--- config.mk ---
export PLATFORM = sky130hd
export DESIGN_NAME = hsl_to_rgb_converter_unit
export DESIGN_NICKNAME = d
export VERILOG_FILES = /design/src/rtl/hsl2rgb_pkg.sv /design/src/rtl/hsl2rgb_mix.sv /design/src/rtl/hsl2rgb_ramp.sv /design/src/rtl/hsl2rgb_skid.sv /design/src/rtl/hsl_to_rgb_converter_unit.sv
export SDC_FILE = /design/constraint.sdc
export NUM_CORES = 2
export LEC_CHECK = 0
export ABC_AREA = 0
export BUFFER_PORTS_ARGS = -buffer_cell sky130_fd_sc_hd__buf_2
export CORE_UTILIZATION = 45
export CTS_BUF_LIST = sky130_fd_sc_hd__clkbuf_16
export CTS_CLUSTER_DIAMETER = 40
export DETAILED_ROUTE_END_ITERATION = 8
export PLACE_DENSITY_LB_ADDON = 0.12
export SLEW_MARGIN = 40
export SYNTH_ARGS = -nofsm -noshare
export SYNTH_HDL_FRONTEND = slang
export SYNTH_HIERARCHICAL = 1
export SYNTH_SLANG_ARGS = --single-unit
--- constraint.sdc ---
create_clock -name clk -period 12.8 [get_ports clk]
set_input_delay 0 -clock clk [delete_from_list [all_inputs] [get_ports clk]]
set_output_delay 0 -clock clk [all_outputs]
set_load 0.05 [all_outputs]
--- src/rtl/hsl2rgb_pkg.sv ---
package hsl2rgb_pkg;

  // Fixed-point format of the lightness / saturation fractions
  localparam int FRAC_BITS = 16;
  localparam int FW        = FRAC_BITS + 1;        // holds 0 .. 1.0 inclusive

  // Field widths
  localparam int HUE_W = 9;
  localparam int SAT_W = 8;
  localparam int LIG_W = 9;
  localparam int CH_W  = 8;

  localparam int IN_TDATA_W  = 32;
  localparam int OUT_TDATA_W = 24;

  // Repeats of the lightness / saturation code that cover FRAC_BITS bits
  localparam int LREP = (FRAC_BITS + LIG_W - 1) / LIG_W;
  localparam int SREP = (FRAC_BITS + SAT_W - 1) / SAT_W;

  // Ramp product d * m and its division by 511
  localparam int M_W         = 9;
  localparam int PW          = FW + M_W;
  localparam int DIV_SHIFT   = 9;
  localparam int DIVISOR     = (1 << DIV_SHIFT) - 1;
  localparam int DIV_STEPS   = (PW - DIV_SHIFT + 7) / 8 + 2;
  localparam int DIV_STEPS_A = DIV_STEPS / 2;
  localparam int DIV_STEPS_B = DIV_STEPS - DIV_STEPS_A;
  localparam int GREY_W      = LIG_W + CH_W;
  localparam int GREY_STEPS  = 3;

  // Hue position in units of 1/1533 turn
  localparam int HUE_POS_W = 11;
  localparam logic [HUE_POS_W-1:0] HUE_THIRD      = 11'd511;
  localparam logic [HUE_POS_W-1:0] HUE_TWO_THIRDS = 11'd1022;
  localparam logic [HUE_POS_W-1:0] SEG_RISE_END   = 11'd255;
  localparam logic [HUE_POS_W-1:0] SEG_HIGH_END   = 11'd766;

  localparam logic [LIG_W-1:0] LIG_HALF = 9'd255;

  localparam int NUM_CH   = 3;
  localparam int CH_RED   = 0;
  localparam int CH_GREEN = 1;
  localparam int CH_BLUE  = 2;

  typedef logic [FW-1:0] frac_t;

  localparam frac_t ONE = {1'b1, {FRAC_BITS{1'b0}}};

  typedef enum logic [1:0] {
    SEG_RISE,
    SEG_HIGH,
    SEG_FALL,
    SEG_LOW
  } seg_kind_t;

  typedef struct packed {
    seg_kind_t        kind;
    logic [M_W-1:0]   m;
  } seg_t;

  typedef struct packed {
    logic [LIG_W-1:0] lightness;
    logic [SAT_W-1:0] saturation;
    logic [HUE_W-1:0] hue;
  } hsl_t;

  typedef struct packed {
    frac_t                   v1;
    frac_t                   v2;
    frac_t                   d;
    seg_t [NUM_CH-1:0]       seg;
    logic                    grey;
    logic [CH_W-1:0]         grey_val;
  } mix_t;

  typedef struct packed {
    logic [CH_W-1:0] blue;
    logic [CH_W-1:0] green;
    logic [CH_W-1:0] red;
  } rgb_t;

  typedef struct packed {
    logic [PW-1:0] q;
    logic [PW-1:0] s;
  } div_t;

  // Fold s into q by s = 512*a + b -> q += a, s = a + b (divide by 511)
  function automatic div_t div511_fold(div_t x, int steps);
    div_t          r;
    logic [PW-1:0] hi;
    r = x;
    for (int i = 0; i < steps; i++) begin
      hi  = r.s >> DIV_SHIFT;
      r.q = r.q + hi;
      r.s = hi + PW'(r.s[DIV_SHIFT-1:0]);
    end
    return r;
  endfunction

  // Remainder folded down to 0..511; 511 stands for a zero remainder
  function automatic logic [PW-1:0] div511_done(div_t x);
    return x.q + PW'(x.s == PW'(DIVISOR));
  endfunction

endpackage

--- src/rtl/hsl2rgb_mix.sv ---
module hsl2rgb_mix (
  input  logic              clk,
  input  logic              rst_n,
  input  logic              up_valid,
  output logic              up_ready,
  input  hsl2rgb_pkg::hsl_t up_data,
  output logic              dn_valid,
  input  logic              dn_ready,
  output hsl2rgb_pkg::mix_t dn_data
);
  import hsl2rgb_pkg::*;

  typedef struct packed {
    frac_t               lq;
    frac_t               sq;
    logic [2*FW-1:0]     prod;
    logic                light_hi;
    logic                grey;
    logic [GREY_W-1:0]   g;
    seg_t [NUM_CH-1:0]   seg;
  } frac_stage_t;

  function automatic seg_t hue_seg(logic [HUE_POS_W-1:0] t);
    seg_t                  r;
    logic [HUE_POS_W-1:0]  back;
    back   = HUE_TWO_THIRDS - t;
    r.m    = '0;
    r.kind = SEG_LOW;
    priority if (t <= SEG_RISE_END) begin
      r.kind = SEG_RISE;
      r.m    = {t[7:0], 1'b0};
    end else if (t <= SEG_HIGH_END) begin
      r.kind = SEG_HIGH;
    end else if (t < HUE_TWO_THIRDS) begin
      r.kind = SEG_FALL;
      r.m    = {back[7:0], 1'b0};
    end else begin
      r.kind = SEG_LOW;
    end
    return r;
  endfunction

  logic                  s0_v_r, s1_v_r;
  logic                  s0_adv, s1_adv;
  frac_stage_t           s0_r, s0_nxt;
  mix_t                  s1_r, s1_nxt;

  logic [LREP*LIG_W-1:0] lig_rep;
  logic [SREP*SAT_W-1:0] sat_rep;
  frac_t                 lq, sq;
  logic [HUE_POS_W-1:0]  t3, t_red, t_blue;

  frac_t                 ls, v1, v2;
  logic [FW:0]           v2_sum, lq2;
  div_t                  g_div;

  assign s1_adv   = ~s1_v_r | dn_ready;
  assign s0_adv   = ~s0_v_r | s1_adv;
  assign up_ready = s0_adv;
  assign dn_valid = s1_v_r;
  assign dn_data  = s1_r;

  // Stage 0: fractions, L*S product, hue segments
  always_comb begin
    // x/511 and x/255 are the code repeated as a binary fraction
    lig_rep = {LREP{up_data.lightness}};
    sat_rep = {SREP{up_data.saturation}};
    lq = (up_data.lightness == '1) ? ONE : FW'(lig_rep[LREP*LIG_W-1 -: FRAC_BITS]);
    sq = (up_data.saturation == '1) ? ONE : FW'(sat_rep[SREP*SAT_W-1 -: FRAC_BITS]);

    t3      = ({2'b00, up_data.hue} << 1) + {2'b00, up_data.hue};
    t_red   = (t3 > HUE_TWO_THIRDS) ? t3 - HUE_TWO_THIRDS : t3 + HUE_THIRD;
    t_blue  = (t3 < HUE_THIRD) ? t3 + HUE_TWO_THIRDS : t3 - HUE_THIRD;

    s0_nxt.lq       = lq;
    s0_nxt.sq       = sq;
    s0_nxt.prod     = {{FW{1'b0}}, lq} * {{FW{1'b0}}, sq};
    s0_nxt.light_hi = (up_data.lightness > LIG_HALF);
    s0_nxt.grey     = (up_data.saturation == '0);
    s0_nxt.g        = {up_data.lightness, {CH_W{1'b0}}} - GREY_W'(up_data.lightness);
    s0_nxt.seg[CH_RED]   = hue_seg(t_red);
    s0_nxt.seg[CH_GREEN] = hue_seg(t3);
    s0_nxt.seg[CH_BLUE]  = hue_seg(t_blue);
  end

  // Stage 1: v1, v2, ramp span, grey level
  always_comb begin
    ls     = s0_r.prod[FRAC_BITS +: FW];
    v2_sum = {1'b0, s0_r.lq} +
             (s0_r.light_hi ? ({1'b0, s0_r.sq} - {1'b0, ls}) : {1'b0, ls});
    v2     = (v2_sum > {1'b0, ONE}) ? ONE : v2_sum[FW-1:0];
    lq2    = {s0_r.lq, 1'b0};
    v1     = (lq2 > {1'b0, v2}) ? FW'(lq2 - {1'b0, v2}) : '0;

    g_div.q = '0;
    g_div.s = PW'(s0_r.g);

    s1_nxt.v1       = v1;
    s1_nxt.v2       = v2;
    s1_nxt.d        = (v2 > v1) ? v2 - v1 : '0;
    s1_nxt.seg      = s0_r.seg;
    s1_nxt.grey     = s0_r.grey;
    s1_nxt.grey_val = CH_W'(div511_done(div511_fold(g_div, GREY_STEPS)));
  end

  always_ff @(posedge clk) begin
    if (!rst_n) begin
      s0_v_r <= 1'b0;
      s1_v_r <= 1'b0;
    end else begin
      if (s0_adv) s0_v_r <= up_valid;
      if (s1_adv) s1_v_r <= s0_v_r;
    end
  end

  always_ff @(posedge clk) begin
    if (s0_adv) s0_r <= s0_nxt;
    if (s1_adv) s1_r <= s1_nxt;
  end

  a_span_order: assert property (@(posedge clk) disable iff (!rst_n)
    s1_v_r |-> (s1_r.v2 <= ONE) && (s1_r.v1 <= s1_r.v2))
    else $error("v1/v2 out of order or above one");

  a_grey_flat: assert property (@(posedge clk) disable iff (!rst_n)
    (s1_v_r && s1_r.grey) |-> (s1_r.d == '0))
    else $error("zero saturation gave a nonzero ramp span");

endmodule

--- src/rtl/hsl2rgb_ramp.sv ---
module hsl2rgb_ramp (
  input  logic              clk,
  input  logic              rst_n,
  input  logic              up_valid,
  output logic              up_ready,
  input  hsl2rgb_pkg::mix_t up_data,
  output logic              dn_valid,
  input  logic              dn_ready,
  output hsl2rgb_pkg::rgb_t dn_data
);
  import hsl2rgb_pkg::*;

  typedef struct packed {
    div_t [NUM_CH-1:0]      x;
    frac_t                  v1;
    frac_t                  v2;
    seg_kind_t [NUM_CH-1:0] kind;
    logic                   grey;
    logic [CH_W-1:0]        grey_val;
  } div_stage_t;

  typedef struct packed {
    frac_t [NUM_CH-1:0]     c;
    logic                   grey;
    logic [CH_W-1:0]        grey_val;
  } lvl_stage_t;

  logic                          s2_v_r, s3_v_r, s4_v_r, s5_v_r;
  logic                          s2_adv, s3_adv, s4_adv, s5_adv;
  div_stage_t                    s2_r, s2_nxt, s3_r, s3_nxt;
  lvl_stage_t                    s4_r, s4_nxt;
  rgb_t                          s5_r, s5_nxt;

  logic [NUM_CH-1:0][PW-1:0]     q4;
  logic [NUM_CH-1:0][FW+CH_W-1:0] scaled;
  logic [NUM_CH-1:0][CH_W:0]     top;
  logic [NUM_CH-1:0][CH_W-1:0]   lvl;

  assign s5_adv   = ~s5_v_r | dn_ready;
  assign s4_adv   = ~s4_v_r | s5_adv;
  assign s3_adv   = ~s3_v_r | s4_adv;
  assign s2_adv   = ~s2_v_r | s3_adv;
  assign up_ready = s2_adv;
  assign dn_valid = s5_v_r;
  assign dn_data  = s5_r;

  // Stage 2: d * m per channel
  always_comb begin
    for (int ch = 0; ch < NUM_CH; ch++) begin
      s2_nxt.x[ch].q  = '0;
      s2_nxt.x[ch].s  = PW'(up_data.d) * PW'(up_data.seg[ch].m);
      s2_nxt.kind[ch] = up_data.seg[ch].kind;
    end
    s2_nxt.v1       = up_data.v1;
    s2_nxt.v2       = up_data.v2;
    s2_nxt.grey     = up_data.grey;
    s2_nxt.grey_val = up_data.grey_val;
  end

  // Stage 3: first half of the divide by 511
  always_comb begin
    s3_nxt = s2_r;
    for (int ch = 0; ch < NUM_CH; ch++) begin
      s3_nxt.x[ch] = div511_fold(s2_r.x[ch], DIV_STEPS_A);
    end
  end

  // Stage 4: finish the divide, pick the ramp level
  always_comb begin
    for (int ch = 0; ch < NUM_CH; ch++) begin
      q4[ch] = div511_done(div511_fold(s3_r.x[ch], DIV_STEPS_B));
      unique case (s3_r.kind[ch])
        SEG_RISE, SEG_FALL: s4_nxt.c[ch] = s3_r.v1 + q4[ch][FW-1:0];
        SEG_HIGH:           s4_nxt.c[ch] = s3_r.v2;
        SEG_LOW:            s4_nxt.c[ch] = s3_r.v1;
        default:            s4_nxt.c[ch] = s3_r.v1;
      endcase
    end
    s4_nxt.grey     = s3_r.grey;
    s4_nxt.grey_val = s3_r.grey_val;
  end

  // Stage 5: scale by 255, truncate, saturate; grey pixels take the grey level
  always_comb begin
    for (int ch = 0; ch < NUM_CH; ch++) begin
      scaled[ch] = {s4_r.c[ch], {CH_W{1'b0}}} - (FW+CH_W)'(s4_r.c[ch]);
      top[ch]    = scaled[ch][FRAC_BITS +: CH_W+1];
      lvl[ch]    = top[ch][CH_W] ? '1 : top[ch][CH_W-1:0];
      if (s4_r.grey) lvl[ch] = s4_r.grey_val;
    end
    s5_nxt.red   = lvl[CH_RED];
    s5_nxt.green = lvl[CH_GREEN];
    s5_nxt.blue  = lvl[CH_BLUE];
  end

  always_ff @(posedge clk) begin
    if (!rst_n) begin
      s2_v_r <= 1'b0;
      s3_v_r <= 1'b0;
      s4_v_r <= 1'b0;
      s5_v_r <= 1'b0;
    end else begin
      if (s2_adv) s2_v_r <= up_valid;
      if (s3_adv) s3_v_r <= s2_v_r;
      if (s4_adv) s4_v_r <= s3_v_r;
      if (s5_adv) s5_v_r <= s4_v_r;
    end
  end

  always_ff @(posedge clk) begin
    if (s2_adv) s2_r <= s2_nxt;
    if (s3_adv) s3_r <= s3_nxt;
    if (s4_adv) s4_r <= s4_nxt;
    if (s5_adv) s5_r <= s5_nxt;
  end

  a_level_range: assert property (@(posedge clk) disable iff (!rst_n)
    s4_v_r |-> (s4_r.c[CH_RED] <= ONE) && (s4_r.c[CH_GREEN] <= ONE) &&
               (s4_r.c[CH_BLUE] <= ONE))
    else $error("ramp level above one");

  a_grey_equal: assert property (@(posedge clk) disable iff (!rst_n)
    (s4_v_r && s4_r.grey && s5_adv) |=>
      (s5_r.red == s5_r.green) && (s5_r.green == s5_r.blue))
    else $error("grey pixel with unequal channels");

endmodule

--- src/rtl/hsl2rgb_skid.sv ---
module hsl2rgb_skid (
  input  logic              clk,
  input  logic              rst_n,
  input  logic              up_valid,
  output logic              up_ready,
  input  hsl2rgb_pkg::rgb_t up_data,
  output logic              dn_valid,
  input  logic              dn_ready,
  output hsl2rgb_pkg::rgb_t dn_data
);
  import hsl2rgb_pkg::*;

  logic out_v_r, out_v_nxt;
  logic skid_v_r, skid_v_nxt;
  rgb_t out_r, skid_r;
  logic load_from_up, load_from_skid, load_skid;

  assign up_ready = ~skid_v_r;
  assign dn_valid = out_v_r;
  assign dn_data  = out_r;

  always_comb begin
    out_v_nxt      = out_v_r;
    skid_v_nxt     = skid_v_r;
    load_from_up   = 1'b0;
    load_from_skid = 1'b0;
    load_skid      = 1'b0;
    priority if (~out_v_r | dn_ready) begin
      if (skid_v_r) begin
        // drain the parked transfer first
        load_from_skid = 1'b1;
        out_v_nxt      = 1'b1;
        skid_v_nxt     = 1'b0;
      end else begin
        load_from_up = up_valid;
        out_v_nxt    = up_valid;
      end
    end else if (up_valid & ~skid_v_r) begin
      // output stalled: park the incoming transfer
      load_skid  = 1'b1;
      skid_v_nxt = 1'b1;
    end else begin
      out_v_nxt = out_v_r;
    end
  end

  always_ff @(posedge clk) begin
    if (!rst_n) begin
      out_v_r  <= 1'b0;
      skid_v_r <= 1'b0;
    end else begin
      out_v_r  <= out_v_nxt;
      skid_v_r <= skid_v_nxt;
    end
  end

  always_ff @(posedge clk) begin
    if (load_from_skid)    out_r <= skid_r;
    else if (load_from_up) out_r <= up_data;
    if (load_skid)         skid_r <= up_data;
  end

  a_skid_behind_out: assert property (@(posedge clk) disable iff (!rst_n)
    skid_v_r |-> out_v_r)
    else $error("skid slot full while output slot empty");

  a_skid_drain: assert property (@(posedge clk) disable iff (!rst_n)
    (skid_v_r && dn_ready) |=> out_v_r && !skid_v_r && (out_r == $past(skid_r)))
    else $error("parked transfer lost or altered");

endmodule

--- src/rtl/hsl_to_rgb_converter_unit.sv ---
// HSL to RGB pixel converter.
//
// Input stream: one pixel per transfer on in_tvalid/in_tready, with hue,
// saturation and lightness packed into in_tdata. Output stream: one RGB
// pixel per input pixel on out_tvalid/out_tready, in input order.
//
// Throughput: one pixel per cycle while out_tready stays high, through a
// six-register pipeline (fractions and L*S multiply, v1/v2, ramp
// multiply, two divide-by-511 steps, 255 scale) and a two-entry output
// buffer; an accepted pixel passes these registers in that order.
//
// Reset (rst_n low at a clock edge) empties every pipeline stage and the
// output buffer; payload registers keep stale data that is never shown.
// When out_tready is low the output buffer parks one more pixel, the
// pipeline closes its bubbles and then holds; in_tready falls only once
// every stage is full. No pixel is dropped or repeated.
module hsl_to_rgb_converter_unit (
  input  logic                                clk,
  input  logic                                rst_n,
  input  logic                                in_tvalid,
  output logic                                in_tready,
  // [8:0] hue, [16:9] saturation, [25:17] lightness, [31:26] zero
  input  logic [hsl2rgb_pkg::IN_TDATA_W-1:0]  in_tdata,
  output logic                                out_tvalid,
  input  logic                                out_tready,
  // [7:0] red, [15:8] green, [23:16] blue
  output logic [hsl2rgb_pkg::OUT_TDATA_W-1:0] out_tdata
);
  import hsl2rgb_pkg::*;

  hsl_t pix_in;
  mix_t mix;
  rgb_t rgb_pipe, rgb_out;
  logic mix_valid, mix_ready;
  logic pipe_valid, pipe_ready;

  assign pix_in.hue        = in_tdata[8:0];
  assign pix_in.saturation = in_tdata[16:9];
  assign pix_in.lightness  = in_tdata[25:17];

  hsl2rgb_mix u_mix (
    .clk      (clk),
    .rst_n    (rst_n),
    .up_valid (in_tvalid),
    .up_ready (in_tready),
    .up_data  (pix_in),
    .dn_valid (mix_valid),
    .dn_ready (mix_ready),
    .dn_data  (mix)
  );

  hsl2rgb_ramp u_ramp (
    .clk      (clk),
    .rst_n    (rst_n),
    .up_valid (mix_valid),
    .up_ready (mix_ready),
    .up_data  (mix),
    .dn_valid (pipe_valid),
    .dn_ready (pipe_ready),
    .dn_data  (rgb_pipe)
  );

  hsl2rgb_skid u_skid (
    .clk      (clk),
    .rst_n    (rst_n),
    .up_valid (pipe_valid),
    .up_ready (pipe_ready),
    .up_data  (rgb_pipe),
    .dn_valid (out_tvalid),
    .dn_ready (out_tready),
    .dn_data  (rgb_out)
  );

  assign out_tdata = {rgb_out.blue, rgb_out.green, rgb_out.red};

endmodule
==> summary.txt <==
Setup path
  – Setup crit start: u_mix/s0_r[94]$_DFFE_PP_
  – CP peak stage delay: 0.51 ns
  – Worst reg-to-reg setup slack: 2.55 ns
  – Worst EP arrival: 10.67 ns
  – Crit Path Max Fanout: 19
  – Crit-path most repeated cell: a21oi_1
  – WS Path Type: reg2reg
  – Reg2reg end: u_mix/dn_data[44]$_SDFFCE_PP0P_
  – Reg2reg path depth: 49
  – Crit-path slowest cell: fa_1
  – Crit start category: flop
  – R2R Path Start: u_mix/s0_r[94]$_DFFE_PP_
  – CP required: 13.22 ns
  – CP endpoint kind: flop

Logic synthesis
  – Mapped Cells: 5493
  – Simple-gate share of the synthesized area: 13.1%
  – Post-synth top area share: 30.1%
  – Main combinational cell family by area after synthesis: adder cells
  – Yosys top cell by area: edfxtp_1
  – EDFF count, synth: about 560
  – Dominant cells by area after synthesis: edfxtp_1 (30%), fa_1 (19%), ha_1 (14%)
  – Async SR Flop Fraction: 0%
  – Post-synthesis sequential area ratio: between 30% and 40%
  – Post-Synth XOR/XNOR Area: 5.92%
  – Most numerous cell in the Yosys netlist: inv_1
  – Compound-Gate Fraction of Synth Area: 9.52%
  – Yosys cell types: 112
  – Seq cells post-synth: 572
  – Top_reg_cell synth: edfxtp_1
  – Syn Std Cell Area: 0.0562 sq mm
  – Syn Area/Cell: 10.2 sq um
  – Adder-Cell Fraction of Synth Area: 32.6%
  – Mux contribution to synthesized area: just under 2%
  – Warnings from Yosys: 6
  – Synth cell count leaders: inv_1 (803), ha_1 (608), nand2_1 (569)

Detailed routing
  – DR iter-0 viols: 2351
  – Final ANT Viol Nets: 0
  – Total detailed-routing wirelength: 142000 microns
  – Routed len/inst: between 15 and 20 microns
  – Via density: 5.32
  – DRC Markers: 4
  – Detailed Routing Iterations Pass 1: 7
  – Via count: a little under 40000

Die
  – Starting density of the core: 45.4%
  – Total die area: 0.126 sq mm
  – Die height: 355 microns
  – Core ar.: between 0.1 and 0.15 sq mm
  – Rows: 129
  – Die Wd: 355 microns
  – IO Pins: 62

Run status
  – Status: finished with violations
  – Violated checks: design-rule violations

Clocking
  – Setup bufs post-CTS: 0
  – Clock transition at path regs: 0.05 ns
  – PostCTS Resize Cnt: 0
  – Clock Path Buffers: 3
  – Root buffer cell: clkbuf_16
  – CTS tree: done
  – TritonCTS Sinks: 572
  – Clk Latency, worst-skew pair: approximately 0.70 ns
  – Total CTS buffers: 93
  – H-tree Lvls: 3

Finish
  – P&R area growth vs syn: 10.1%
  – Design area: ~0.062 sq mm
  – Final nets: between 6000 and 7000
  – Post-layout util: 50.0%
  – Layout cell share with drive strength beyond 1: under 10%
  – Filler Cell Count: 11400

STA
  – Slew headroom: 41.3%
  – Final hold vios: 0
  – Slew Limit Fails: 0
  – Endpoints failing setup: 0
  – RSZ-0062 raised after global routing: no
  – Clk_skew: 0.0663 ns
  – Worst-Margin Slew: 0.871 ns
  – F_max: 0.0976 GHz
  – Setup Total Neg Slack: 0 ns
  – Hold WS: 0.0725 ns
  – Tcrit/Tclk final: 80.1%
  – Tmin final: roughly 10 ns

Placed design
  – Global placer's final weighted congestion: 0.894
  – Detail Placement HPWL: 114000 microns
  – Area after DPL: 0.0583 sq mm
  – PortBufs: 55

GRT
  – Vias in the first global route: 39900
  – Global routing usage on met2: a little under two fifths
  – GRT Total Usage: between 20% and 30%
  – Initial antenna violation count: 2
  – Largest net degree at the start of global routing: 76
  – Total gr overflow: 0
  – First-pass GRT wire length: 225000 microns
  – GRT met3 Usage: approximately 2.5%
  – GRT busiest layer: met2
  – GRT met1 Usage: 30.9%

Pwr
  – Lkg Pwr: 29.3 nW
  – Peak VDD IR: 532 uV
  – Cell area power density: 277 mW/mm^2

Hold path
  – Hold Path End: u_mix/s0_r[21]$_SDFFCE_PP0P_
  – Hold Startpoint: in_tdata[8]
  – Hold Path Class: in2reg
  – WHS Path Cells: 4

Job
  – Max_cap viols: 0
worst max-delay path by stage:
stage                                                 end  slack, ns  cells past startpoint
after floorplan           u_mix/dn_data[49]$_SDFFCE_PP0P_       3.46                     50
after global placement    u_mix/dn_data[48]$_SDFFCE_PP0P_       2.56                     49
after detailed placement  u_mix/dn_data[58]$_SDFFCE_PP0P_       2.66                     48
after CTS                 u_mix/dn_data[44]$_SDFFCE_PP0P_       2.57                     49
after global routing      u_mix/dn_data[58]$_SDFFCE_PP0P_       1.64                     46
final                     u_mix/dn_data[44]$_SDFFCE_PP0P_       2.55                     49
cells in the final DEF, fill, tap and decap left out, types with 11 or more instances in the layout:
cell,Yosys,routed
inv_1,803,810
ha_1,608,608
nand2_1,569,566
edfxtp_1,564,564
fa_1,535,535
a21oi_1,281,281
nor2_1,280,280
xnor2_1,231,230
and2_1,198,198
o21ai_0,156,156
xor2_1,140,140
clkbuf_16,0,93
nand3_1,90,90
a21o_1,87,87
nor3_1,73,73
buf_2,4,55
mux2i_1,53,53
nand2b_1,46,46
and3_1,46,46
nor2b_1,41,41
o21bai_1,41,40
o21a_1,40,39
nand4_1,35,35
buf_4,4,32
or3_1,27,27
dlygate4sd3_1,0,26
a31oi_1,25,25
mux2_2,24,24
clkinv_1,13,20
o211ai_1,20,20
mux2_4,20,20
a211oi_1,19,18
nor4_1,16,16
o31ai_1,16,16
nor3b_1,16,15
or2_2,14,14
inv_6,0,12
nand3b_1,12,12
a21boi_0,12,12
clkinv_2,0,11
power by group:
group | switching, mW | leakage (nW) | internal, mW
Sequential | 0.704 | 6.31 | 3.23
Combinational | 6.25 | 21.4 | 4.39
Clock | 1.00 | 1.61 | 1.54
repair_timing:
action	CTS	global route
endpoints found under the hold margin	57	0
setup endpoints to repair	0	0
hold buffers	26	0
metrics by stage:
stage	total power [mW]	worst slack, ns	instances
6_report	17.1	2.55	7286
5_1_grt	18.7	1.64	7283
4_1_cts	17.2	2.57	7282
3_5_place_dp	14.6	2.66	7081
3_3_place_gp	14.5	2.56	7076
2_1_floorplan	11.5	3.46	5496
area by class of cell:
class / count / area (sq um) / area share [%]
multi-input combinational: 3961 / 35500 / 57.4
clock buffer: 93 / 2330 / 3.76
sequential: 572 / 17100 / 27.6
tap: 1637 / 2050 / 3.31
inverter: 817 / 3070 / 4.96
timing repair buffer: 121 / 866 / 1.40
clock inverter: 82 / 927 / 1.50
antenna: 3 / 7.51 / 0.0121
cells by family after synthesis:
kind of cell,Yosys count
other,1
AND/OR/NAND/NOR,1514
AO/OA/AOI/OAI,827
adder cells (fa/ha/maj),1143
buffers and inverters,963
multiplexers,97
flip-flops,572
XOR/XNOR,376
critical path, delay by kind of cell, from the launching register on:
family                     cells  cell delay [ns]
adders and majority gates      5             1.72
DFF                            1             0.39
buffers and inverters          6             1.09
xor gates and xnor gates       2             0.32
and+or+nand+nor               14             2.04
AOI/OAI and AO/OA             22             4.42
metal layers:
layer	up-vias	share of wire [%]
li1	18700	-
met1	19100	45
met4	0	3.4
met5	-	0
met3	227	3.5
met2	761	48
registers in the layout, indices dropped and copies added, names as in the netlist, 17 cells and up:
signal,count
u_mix/ls,17
u_ramp/s4_r,60
u_mix/dn_data,90
u_ramp/s3_r,130
u_ramp/s2_r,127
u_mix/s0_r,41
u_ramp/dn_data,24
u_skid/dn_data,24
u_skid/skid_r,24
u_mix/g_div,17
Power figures use the tool's default switching activity.
